===== config.mk =====
export PLATFORM = sky130hd
export DESIGN_NAME = c8ic_ctrl
export DESIGN_NICKNAME = d
export VERILOG_FILES = /design/src/hw/rtl/c8ic_pkg.sv /design/src/hw/rtl/c8ic_ctrl.sv
export SDC_FILE = /design/constraint.sdc
export NUM_CORES = 1
export LEC_CHECK = 0
export BUFFER_PORTS_ARGS = -buffer_cell sky130_fd_sc_hd__buf_4
export CAP_MARGIN = 20
export CORE_ASPECT_RATIO = 0.75
export CORE_MARGIN = 4
export CORE_UTILIZATION = 30
export DETAILED_ROUTE_END_ITERATION = 12
export GPL_ROUTABILITY_DRIVEN = 0
export GPL_TIMING_DRIVEN = 1
export MAX_ROUTING_LAYER = met4
export PLACE_DENSITY = 0.53
export SLEW_MARGIN = 20
export SYNTH_ARGS = -nofsm -noshare
export SYNTH_HDL_FRONTEND = slang
export SYNTH_SLANG_ARGS = --single-unit
export TNS_END_PERCENT = 50

===== constraint.sdc =====
create_clock -name clk -period 2.5 [get_ports clk]
set_clock_uncertainty 0.1 [all_clocks]
set_input_delay 0.25 -clock clk [delete_from_list [all_inputs] [get_ports clk]]
set_output_delay 0.25 -clock clk [all_outputs]
set_load 0.02 [all_outputs]

===== src/hw/rtl/c8ic_pkg.sv =====
// c8ic_pkg: shared types, codes and constants of the CHIP-8 instruction core.
// No dependencies; imported by every module of the core.
`timescale 1ns / 1ps

package c8ic_pkg;

    localparam int STACK_DEPTH_DEF   = 16;
    localparam int START_ADDRESS_DEF = 512;

    localparam int MEM_DEPTH  = 4096;
    localparam int SCR_BYTES  = 256;
    localparam int NUM_VREGS  = 16;
    localparam int FONT_LEN   = 80;
    localparam logic [11:0] FONT_BASE = 12'h050;
    localparam logic [11:0] MEM_LAST  = 12'hFFF;
    localparam logic [3:0]  VF_IDX    = 4'hF;

    localparam logic [7:0] FONT_ROM [FONT_LEN] = '{
        8'hF0, 8'h90, 8'h90, 8'h90, 8'hF0, 8'h20, 8'h60, 8'h20, 8'h20, 8'h70,
        8'hF0, 8'h10, 8'hF0, 8'h80, 8'hF0, 8'hF0, 8'h10, 8'hF0, 8'h10, 8'hF0,
        8'h90, 8'h90, 8'hF0, 8'h10, 8'h10, 8'hF0, 8'h80, 8'hF0, 8'h10, 8'hF0,
        8'hF0, 8'h80, 8'hF0, 8'h90, 8'hF0, 8'hF0, 8'h10, 8'h20, 8'h40, 8'h40,
        8'hF0, 8'h90, 8'hF0, 8'h90, 8'hF0, 8'hF0, 8'h90, 8'hF0, 8'h10, 8'hF0,
        8'hF0, 8'h90, 8'hF0, 8'h90, 8'h90, 8'hE0, 8'h90, 8'hE0, 8'h90, 8'hE0,
        8'hF0, 8'h80, 8'h80, 8'h80, 8'hF0, 8'hE0, 8'h90, 8'h90, 8'h90, 8'hE0,
        8'hF0, 8'h80, 8'hF0, 8'h80, 8'hF0, 8'hF0, 8'h80, 8'hF0, 8'h80, 8'h80
    };

    // transaction functions
    localparam logic [1:0] FN_EXEC  = 2'd0;
    localparam logic [1:0] FN_WRITE = 2'd1;
    localparam logic [1:0] FN_TICK  = 2'd2;
    localparam logic [1:0] FN_READ  = 2'd3;

    // opcode groups (top nibble)
    localparam logic [3:0] OPG_SYS  = 4'h0;
    localparam logic [3:0] OPG_JP   = 4'h1;
    localparam logic [3:0] OPG_CALL = 4'h2;
    localparam logic [3:0] OPG_SEI  = 4'h3;
    localparam logic [3:0] OPG_SNEI = 4'h4;
    localparam logic [3:0] OPG_SER  = 4'h5;
    localparam logic [3:0] OPG_LDI  = 4'h6;
    localparam logic [3:0] OPG_ADDI = 4'h7;
    localparam logic [3:0] OPG_ALU  = 4'h8;
    localparam logic [3:0] OPG_SNER = 4'h9;
    localparam logic [3:0] OPG_LDIX = 4'hA;
    localparam logic [3:0] OPG_JPV0 = 4'hB;
    localparam logic [3:0] OPG_RND  = 4'hC;
    localparam logic [3:0] OPG_DRW  = 4'hD;
    localparam logic [3:0] OPG_KEY  = 4'hE;
    localparam logic [3:0] OPG_MISC = 4'hF;

    localparam logic [3:0] ALU_MOV = 4'h0;
    localparam logic [3:0] ALU_OR  = 4'h1;
    localparam logic [3:0] ALU_AND = 4'h2;
    localparam logic [3:0] ALU_XOR = 4'h3;
    localparam logic [3:0] ALU_ADD = 4'h4;
    localparam logic [3:0] ALU_SUB = 4'h5;
    localparam logic [3:0] ALU_SHR = 4'h6;
    localparam logic [3:0] ALU_SBN = 4'h7;
    localparam logic [3:0] ALU_SHL = 4'hE;

    localparam logic [7:0] LO_CLS   = 8'hE0;
    localparam logic [7:0] LO_RET   = 8'hEE;
    localparam logic [7:0] LO_SKP   = 8'h9E;
    localparam logic [7:0] LO_SKNP  = 8'hA1;
    localparam logic [7:0] LO_GETDT = 8'h07;
    localparam logic [7:0] LO_WKEY  = 8'h0A;
    localparam logic [7:0] LO_SETDT = 8'h15;
    localparam logic [7:0] LO_SETST = 8'h18;
    localparam logic [7:0] LO_ADDI  = 8'h1E;
    localparam logic [7:0] LO_FONT  = 8'h29;
    localparam logic [7:0] LO_BCD   = 8'h33;
    localparam logic [7:0] LO_STORE = 8'h55;
    localparam logic [7:0] LO_LOAD  = 8'h65;

    typedef struct packed {
        logic [1:0]  func;
        logic [11:0] addr;
        logic [7:0]  wdata;
        logic [15:0] keys;
        logic [7:0]  rand_byte;
    } req_t;

    typedef struct packed {
        logic [11:0] pc_now;
        logic [15:0] opcode_seen;
        logic        draw;
        logic        waiting_key;
        logic        unknown_op;
        logic        sound_on;
        logic [7:0]  pixels;
    } rsp_t;

    typedef enum logic [4:0] {
        CS_CLEAR, CS_IDLE, CS_DISPATCH, CS_FETCH1, CS_FETCH2, CS_EXEC,
        CS_BCD, CS_ST_RD, CS_ST_WR, CS_LD_RD, CS_LD_WR,
        CS_DR_ROW, CS_DR_RDA, CS_DR_RDB, CS_DR_WRA, CS_DR_WRB,
        CS_FLAG, CS_RESULT
    } ctl_state_t;

    typedef enum logic [4:0] {
        DP_NONE, DP_CLEAR, DP_ACCEPT, DP_DISPATCH, DP_FETCH1, DP_FETCH2, DP_EXEC,
        DP_BCD_WR, DP_ST_RD, DP_ST_WR, DP_LD_RD, DP_LD_WR,
        DP_DR_ROW, DP_DR_RDA, DP_DR_RDB, DP_DR_WRA, DP_DR_WRB,
        DP_FLAG, DP_RESULT
    } dp_op_t;

    typedef enum logic [2:0] {
        EK_SIMPLE, EK_FLAG, EK_DRAW, EK_BCD, EK_STORE, EK_LOAD
    } exec_kind_t;

    typedef struct packed {
        dp_op_t     op;
        logic [3:0] idx;
        logic       last;
    } dp_cmd_t;

    typedef struct packed {
        logic [1:0] func;
        exec_kind_t kind;
        logic [3:0] n;
        logic [3:0] x;
        logic       clr_done;
        logic       rsp_free;
    } dp_status_t;

endpackage


===== src/hw/rtl/c8ic_ctrl.sv =====
// c8ic_ctrl: sequencing state machine of the CHIP-8 core.
// Depends on c8ic_pkg; drives datapath commands, reads datapath status.
`timescale 1ns / 1ps

module c8ic_ctrl
    import c8ic_pkg::*;
(
    input  logic       clk,
    input  logic       rst_n,
    input  logic       req_valid,
    input  dp_status_t status,
    output logic       req_stall,
    output dp_cmd_t    cmd
);

    ctl_state_t state_reg, state_next;
    logic [3:0] cnt_reg, cnt_next;

    always_ff @(posedge clk or negedge rst_n)
    begin
        if (!rst_n)
        begin
            state_reg <= CS_CLEAR;
            cnt_reg   <= '0;
        end
        else
        begin
            state_reg <= state_next;
            cnt_reg   <= cnt_next;
        end
    end

    always_comb
    begin
        state_next = state_reg;
        cnt_next   = cnt_reg;
        case (state_reg)
            CS_CLEAR:
            begin
                if (status.clr_done)
                    state_next = CS_IDLE;
            end
            CS_IDLE:
            begin
                if (req_valid)
                    state_next = CS_DISPATCH;
            end
            CS_DISPATCH:
            begin
                state_next = (status.func == FN_EXEC) ? CS_FETCH1 : CS_RESULT;
            end
            CS_FETCH1: state_next = CS_FETCH2;
            CS_FETCH2: state_next = CS_EXEC;
            CS_EXEC:
            begin
                cnt_next = '0;
                case (status.kind)
                    EK_FLAG:  state_next = CS_FLAG;
                    EK_DRAW:  state_next = (status.n == 4'd0) ? CS_FLAG : CS_DR_ROW;
                    EK_BCD:   state_next = CS_BCD;
                    EK_STORE: state_next = CS_ST_RD;
                    EK_LOAD:  state_next = CS_LD_RD;
                    default:  state_next = CS_RESULT;
                endcase
            end
            CS_BCD:
            begin
                if (cnt_reg == 4'd2)
                    state_next = CS_RESULT;
                else
                    cnt_next = cnt_reg + 4'd1;
            end
            CS_ST_RD: state_next = CS_ST_WR;
            CS_ST_WR:
            begin
                if (cnt_reg == status.x)
                    state_next = CS_RESULT;
                else
                begin
                    cnt_next   = cnt_reg + 4'd1;
                    state_next = CS_ST_RD;
                end
            end
            CS_LD_RD: state_next = CS_LD_WR;
            CS_LD_WR:
            begin
                if (cnt_reg == status.x)
                    state_next = CS_RESULT;
                else
                begin
                    cnt_next   = cnt_reg + 4'd1;
                    state_next = CS_LD_RD;
                end
            end
            CS_DR_ROW: state_next = CS_DR_RDA;
            CS_DR_RDA: state_next = CS_DR_RDB;
            CS_DR_RDB: state_next = CS_DR_WRA;
            CS_DR_WRA: state_next = CS_DR_WRB;
            CS_DR_WRB:
            begin
                if ((cnt_reg + 4'd1) == status.n)
                    state_next = CS_FLAG;
                else
                begin
                    cnt_next   = cnt_reg + 4'd1;
                    state_next = CS_DR_ROW;
                end
            end
            CS_FLAG: state_next = CS_RESULT;
            CS_RESULT:
            begin
                if (status.rsp_free)
                    state_next = CS_IDLE;
            end
            default: state_next = CS_IDLE;
        endcase
    end

    always_comb
    begin
        cmd.idx   = cnt_reg;
        cmd.last  = (cnt_reg == status.x);
        req_stall = (state_reg != CS_IDLE);
        case (state_reg)
            CS_CLEAR:    cmd.op = DP_CLEAR;
            CS_IDLE:     cmd.op = req_valid ? DP_ACCEPT : DP_NONE;
            CS_DISPATCH: cmd.op = DP_DISPATCH;
            CS_FETCH1:   cmd.op = DP_FETCH1;
            CS_FETCH2:   cmd.op = DP_FETCH2;
            CS_EXEC:     cmd.op = DP_EXEC;
            CS_BCD:      cmd.op = DP_BCD_WR;
            CS_ST_RD:    cmd.op = DP_ST_RD;
            CS_ST_WR:    cmd.op = DP_ST_WR;
            CS_LD_RD:    cmd.op = DP_LD_RD;
            CS_LD_WR:    cmd.op = DP_LD_WR;
            CS_DR_ROW:   cmd.op = DP_DR_ROW;
            CS_DR_RDA:   cmd.op = DP_DR_RDA;
            CS_DR_RDB:   cmd.op = DP_DR_RDB;
            CS_DR_WRA:   cmd.op = DP_DR_WRA;
            CS_DR_WRB:   cmd.op = DP_DR_WRB;
            CS_FLAG:     cmd.op = DP_FLAG;
            CS_RESULT:   cmd.op = DP_RESULT;
            default:     cmd.op = DP_NONE;
        endcase
    end

endmodule


## Word-level counts from Yosys, hierarchy flattened

Cells that the tools add are included.

- Add/sub/neg operators: 1
- Equality and inequality tests: 33
- Multiplexer cells: 17
- Reduce and logical (&&, ||, !) cells: 7

Operators with widths:

| cell | count |
|---|---|
| case mux 5 bit (18 select lines) | 2 |
| two-way mux 5 bit | 9 |
| equality test 5 x 4 -> 1 bit (second input constant) | 8 |
| case mux 5 bit (5 select lines) | 1 |
| equality test 5 x 3 -> 1 bit (second input constant) | 4 |
| case mux 4 bit (4 select lines) | 1 |
| inequality test 2 bit (second input constant) | 7 |
| two-way mux 4 bit | 3 |
| equality test 5 x 2 -> 1 bit (second input constant) | 2 |
| equality test 5 bit (second input constant) | 2 |
| equality test 4 bit | 2 |
| AND reduction 4 bit | 2 |
| equality test 3 x 2 -> 1 bit (second input constant) | 2 |
| equality test 3 bit (second input constant) | 2 |
| equality test 5 x 1 -> 1 bit (second input constant) | 1 |
| zero test 5 bit | 1 |
| inequality test 5 x 1 -> 1 bit (second input constant) | 1 |
| adder 4 x 1 -> 4 bit (second input constant) | 1 |
| equality test 4 x 2 -> 1 bit (second input constant) | 1 |
| zero test 4 bit | 1 |
| nonzero test 4 bit | 1 |
| equality test 3 x 1 -> 1 bit (second input constant) | 1 |
| zero test 2 bit | 1 |
| two-way mux 2 bit | 1 |
| OR reduction 2 bit | 1 |

- Register bits after elaboration: 9
- Input port bits: 18
- Logic and storage cells: 60

## Depth between registers and ports, before layout

- Word-level depth: 4
- Mapped depth: 7

## Worst setup path before layout

No wires, ideal clock.

- Path type: register to register
- Start: reg cnt_reg[0]
- End: reg cnt_reg[1]
- Library setup time: 0.125 ns
- Arrival time: 1.983 ns
- Data required time: 2.275 ns
- Path slack: 0.292 ns
- Stages on the path, launching flop included: 8
- Clock period less this slack: 2.208 ns
- Cells stage by stage: dfrtp_1 -> inv_1 -> ha_1 -> nor3b_1 -> a2111oi_2 -> o22a_1 -> and2_4 -> mux2_4

- Cells in the longest elaborated chain, start to end: 4
- Elaborated cells on any way between the ends: 12
- Those cells by class: add/sub (1); eq/ne (6); mux (4); reduce/logical (1)

Ends and longest elaborated chain:

| what | RTL line | text |
|---|---|---|
| from (decl) | c8ic_ctrl.sv:17 | `logic [3:0] cnt_reg, cnt_next;` |
| from (signal assigned) | c8ic_ctrl.sv:29 | `cnt_reg <= cnt_next;` |
| adder 4 x 1 -> 4 bit | -- |  |
| equality test 4 bit | c8ic_ctrl.sv:101 | `if ((cnt_reg + 4'd1) == status.n)` |
| inequality test 2 bit (no line) | -- |  |
| AND reduction 4 bit (no line) | -- |  |

Parallel ways exist; a longest one is shown, timed or not. The select of a mux whose other input is x is not followed.
A chain may end at the register's enable or synchronous reset.

## Final worst setup path

Ends and elaborated chain as after synthesis.

==> results <==
- The worst hold endpoint is state_reg[4].
- The worst setup path is of the flip-flop to flip-flop kind.
- The number of enable flip-flop cells after synthesis is 0.
- From bottom edge to top edge, the die measures 60.88 µm.
- Setup violations remaining at the end of the flow were counted as 0.
- The required time at the endpoint of the critical path is 2510 ps.
- The first detailed-routing pass ran for 4 iterations.
- The register with the most flip-flops in the layout has 5 of them.
- For this run, the top clock speed supported by timing is 447.4 MHz.
- The worst hold path was traced through 2 stages.
- Setup repair after global routing left no endpoint under its margin.
- Once routing completed, OpenROAD measured the worst setup slack at about 260 ps.
- The fraction of layout cells with a size suffix above 1 is 0.2529.
- The startpoint kind of the worst setup timing path is a flip-flop.
- The run finished with clean final reports.
- After clock tree synthesis, the clock-pin slew on the worst setup and hold paths is 50 ps.
- The total global routing track utilization is 0.1382.
- The startpoint identified for the worst register-to-register timing path is cnt_reg[0].
- In the synthesized netlist, the cells that appear most often are sky130_fd_sc_hd__nor2_1 (12), sky130_fd_sc_hd__a21oi_1 (11), sky130_fd_sc_hd__xnor2_1 (10), sky130_fd_sc_hd__dfrtp_1 (9).
- The critical path goes through inv_1 > ha_1 > nor3b_1 > a2111oi_2 > o22a_1 > and2_4 > mux2_4.
- The initial utilization of the core area, before any placement, comes to 0.3268.
- The capturing element type of the critical path is a flip-flop.
- After filler insertion, the fill cell instance count of the layout stands at 370.
- The number of nets in the synthesized netlist is 165.
- Entering global routing, the biggest net connects 21 pins.
- The number of cells on the worst reg-to-reg path is 7.
- The via count of the first global-routing pass is 1087.
- The area fraction of the dominant cell type after synthesis is 0.2013.
- The pre-CTS setup slack is 281.5 ps.
- The starting DRC count in detailed routing is 89.
- The worst max-slew margin expressed relative to the limit is 0.5896.
- The CTS tree is yes.
- The count of boundary I/O pins is 29.
- The slowest stage of the critical path belongs to the cell sky130_fd_sc_hd__dfrtp_1.
- For this run, the leading register cell type out of synthesis is sky130_fd_sc_hd__dfrtp_1.
- Along the worst path, the maximum fanout reaches 6.
- The number of buffers created by CTS is 3.
- The antenna diode count is 0.
- The number of antenna violations at the first check in global routing is 0.
- The total area inside the core boundary comes to around 0.0034 mm².
- For the final routed database, the setup TNS stands at 0 ps.
- The floorplan step defined a die boundary enclosing 0.004780 mm².
- The count of input and output buffers is 28.
- The horizontal die dimension is 78.51 µm.
- The library cell with the highest instance count after synthesis is sky130_fd_sc_hd__nor2_1.
- The final design utilization is 0.4141.
- For this run, the register share of the synthesized area comes to 0.2013.
- Summing every instance area after synthesis gives 0.001119 mm².
- The leakage power is 0.0006162 µW.
- The synthesis warning total is 0.
- At the end of the flow, the number of nets in the layout was 192.
- CTS built an H-tree with a depth of 1.
- The worst hold path belongs to the class input port to flip-flop.
- The first global-routing pass estimated slightly above 5000 µm of wire.
- The async set-or-reset flop fraction in the synthesized netlist is 1.000.
- The root buffer cell chosen for the clock tree is sky130_fd_sc_hd__clkbuf_8.
- The final count of hold timing violations is 0.
- The largest single stage delay on the critical path is 460 ps.
- Counting every instance in the synthesized netlist gives 144.
- The DRC violations left is 0.
- The total half-perimeter wirelength after legalization and detailed placement is 2494 µm.
- The origin of the worst min-delay path is status[0].
- Compared with the post-synthesis result, the final layout area differs by 26.73%.
- The total routed wirelength is 3074 µm.
- Counting distinct cell types in the post-synthesis netlist gives 51.
- In this run the register-to-register setup slack is between 200 and 300 ps.
- The count of nets left with antenna violations once routing finished came out at 0.
- For the worst-skew pair, the clock arrives at the later sink with an insertion delay of 230 ps.
- The final count of pins violating max slew came to 0.
- The worst register-to-register path ends at cnt_reg[1].
- The tool flagged a number of max-cap violations equal to 0.
- The finished layout holds between 200 and 250 standard cells, fillers aside.
- After detailed routing, the average wire length per cell comes to 13.97 µm.
- The synthesis-stage register bit count is 9.
- The worst path arrival time is 2240 ps.
- Across all hold checks on the routed design, the worst slack comes to 108.6 ps.
- The synthesized area divided by synthesized cell count is ~7.8 µm².
- The final cycle utilization of the critical path is 0.8940.
- The placed instance count is 215.
- Across all layers, the routed design uses 1186 vias.
- The overall overflow remaining after global route is 0.
- For the pin with the worst max-slew slack, the measured transition is 615.7 ps.
- The final period demand of the worst path is 2235 ps.
- The cell taking the most area after synthesis is sky130_fd_sc_hd__dfrtp_1.
- The floorplan has 18 rows.
- The post-detailed-route via-to-cell ratio is 5.391.
- By area the synthesized netlist is led by sky130_fd_sc_hd__dfrtp_1 (20%), sky130_fd_sc_hd__xnor2_1 (7.8%), sky130_fd_sc_hd__a21oi_1 (4.9%).
- IR analysis of the VDD net gives a maximum drop of between 0.4 and 0.5 mV.
- For this design the ratio of total power to cell area is roughly 1000 mW/mm².
- Counting every sink on the clock net gives 9.
- The worst-case clock buffer depth is 2.
==> power breakdown <==
group | total (µW) | internal [µW] | switching [µW]
Clock | 169 | 111 | 57.8
Sequential | 335 | 189 | 146
Combinational | 927 | 430 | 496
==> metal layers <==
layer  up-vias  wire [µm]  track usage
met3         2        167      0.01780
met4         0         19      0.02993
met5         -          0            -
li1        587          -            -
met1       558       1575       0.2050
met2        39       1311       0.1983
==> critical path, delay by kind of cell, from the launching register on <==
family	cells	cell delay, ps
AOI/OAI and AO/OA	2	590
and+or+nand+nor	2	340
DFF	1	460
buffers and inverters	1	110
adders and majority gates	1	210
muxes	1	290
==> layout make-up <==
cell class	instances	area, µm²	area share
Timing Repair Buffer	32	242.7	0.1712
Sequential cell	9	225.2	0.1589
Multi-Input combinational cell	117	812.0	0.5728
Clock buffer	4	45.04	0.03177
Inverter	8	30.03	0.02118
Tap cell	50	62.56	0.04413
==> worst max-delay path by stage <==
stage                           from          to
after floorplan           cnt_reg[0]  cnt_reg[1]
after global placement    cnt_reg[0]  cnt_reg[1]
after detailed placement  cnt_reg[0]  cnt_reg[1]
after CTS                 cnt_reg[0]  cnt_reg[1]
after global routing      cnt_reg[0]  cnt_reg[1]
final                     cnt_reg[0]  cnt_reg[1]
==> cell usage in the layout (no fill, tap or decap), types with 3 or more instances in the layout <==
cell and count:
sky130_fd_sc_hd__nor2_1 12, sky130_fd_sc_hd__a31oi_1 4, sky130_fd_sc_hd__or3_1 3, sky130_fd_sc_hd__buf_4 31, sky130_fd_sc_hd__ha_1 3, sky130_fd_sc_hd__xnor2_1 10
sky130_fd_sc_hd__dfrtp_1 9, sky130_fd_sc_hd__nand2_1 8, sky130_fd_sc_hd__nor2b_1 4, sky130_fd_sc_hd__nand3_1 8, sky130_fd_sc_hd__nor3b_1 3, sky130_fd_sc_hd__clkbuf_8 3
sky130_fd_sc_hd__a21oi_1 11, sky130_fd_sc_hd__nand2b_1 4, sky130_fd_sc_hd__inv_1 7, sky130_fd_sc_hd__nand4_1 3
==> per-stage QoR <==
step / total power, µW / area [µm²]
floorplan: 997.0 / 1119
global placement: 1253 / 1363
detailed placement: 1259 / 1363
CTS: 1440 / 1418
global route: 1554 / 1418
finish: 1430 / 1418
==> logic make-up (layout without fill, tap and decap cells) <==
group,Yosys count,in the layout,synth area share
AO/OA/AOI/OAI,37,37,0.2371
XOR/XNOR,13,13,0.1152
adder cells (fa/ha/maj),3,3,0.03356
buffers and inverters,18,44,0.07271
flip-flops,9,9,0.2013
multiplexers,2,2,0.02237
AND/OR/NAND/NOR,62,62,0.3177
==> timing repair <==
action | CTS | global route
endpoints found under the hold margin | 9 | 0
hold buffers | 1 | 0
buffers inserted | 0 | 0
gates resized for setup | 0 | 0
Power figures use the tool's default switching activity.
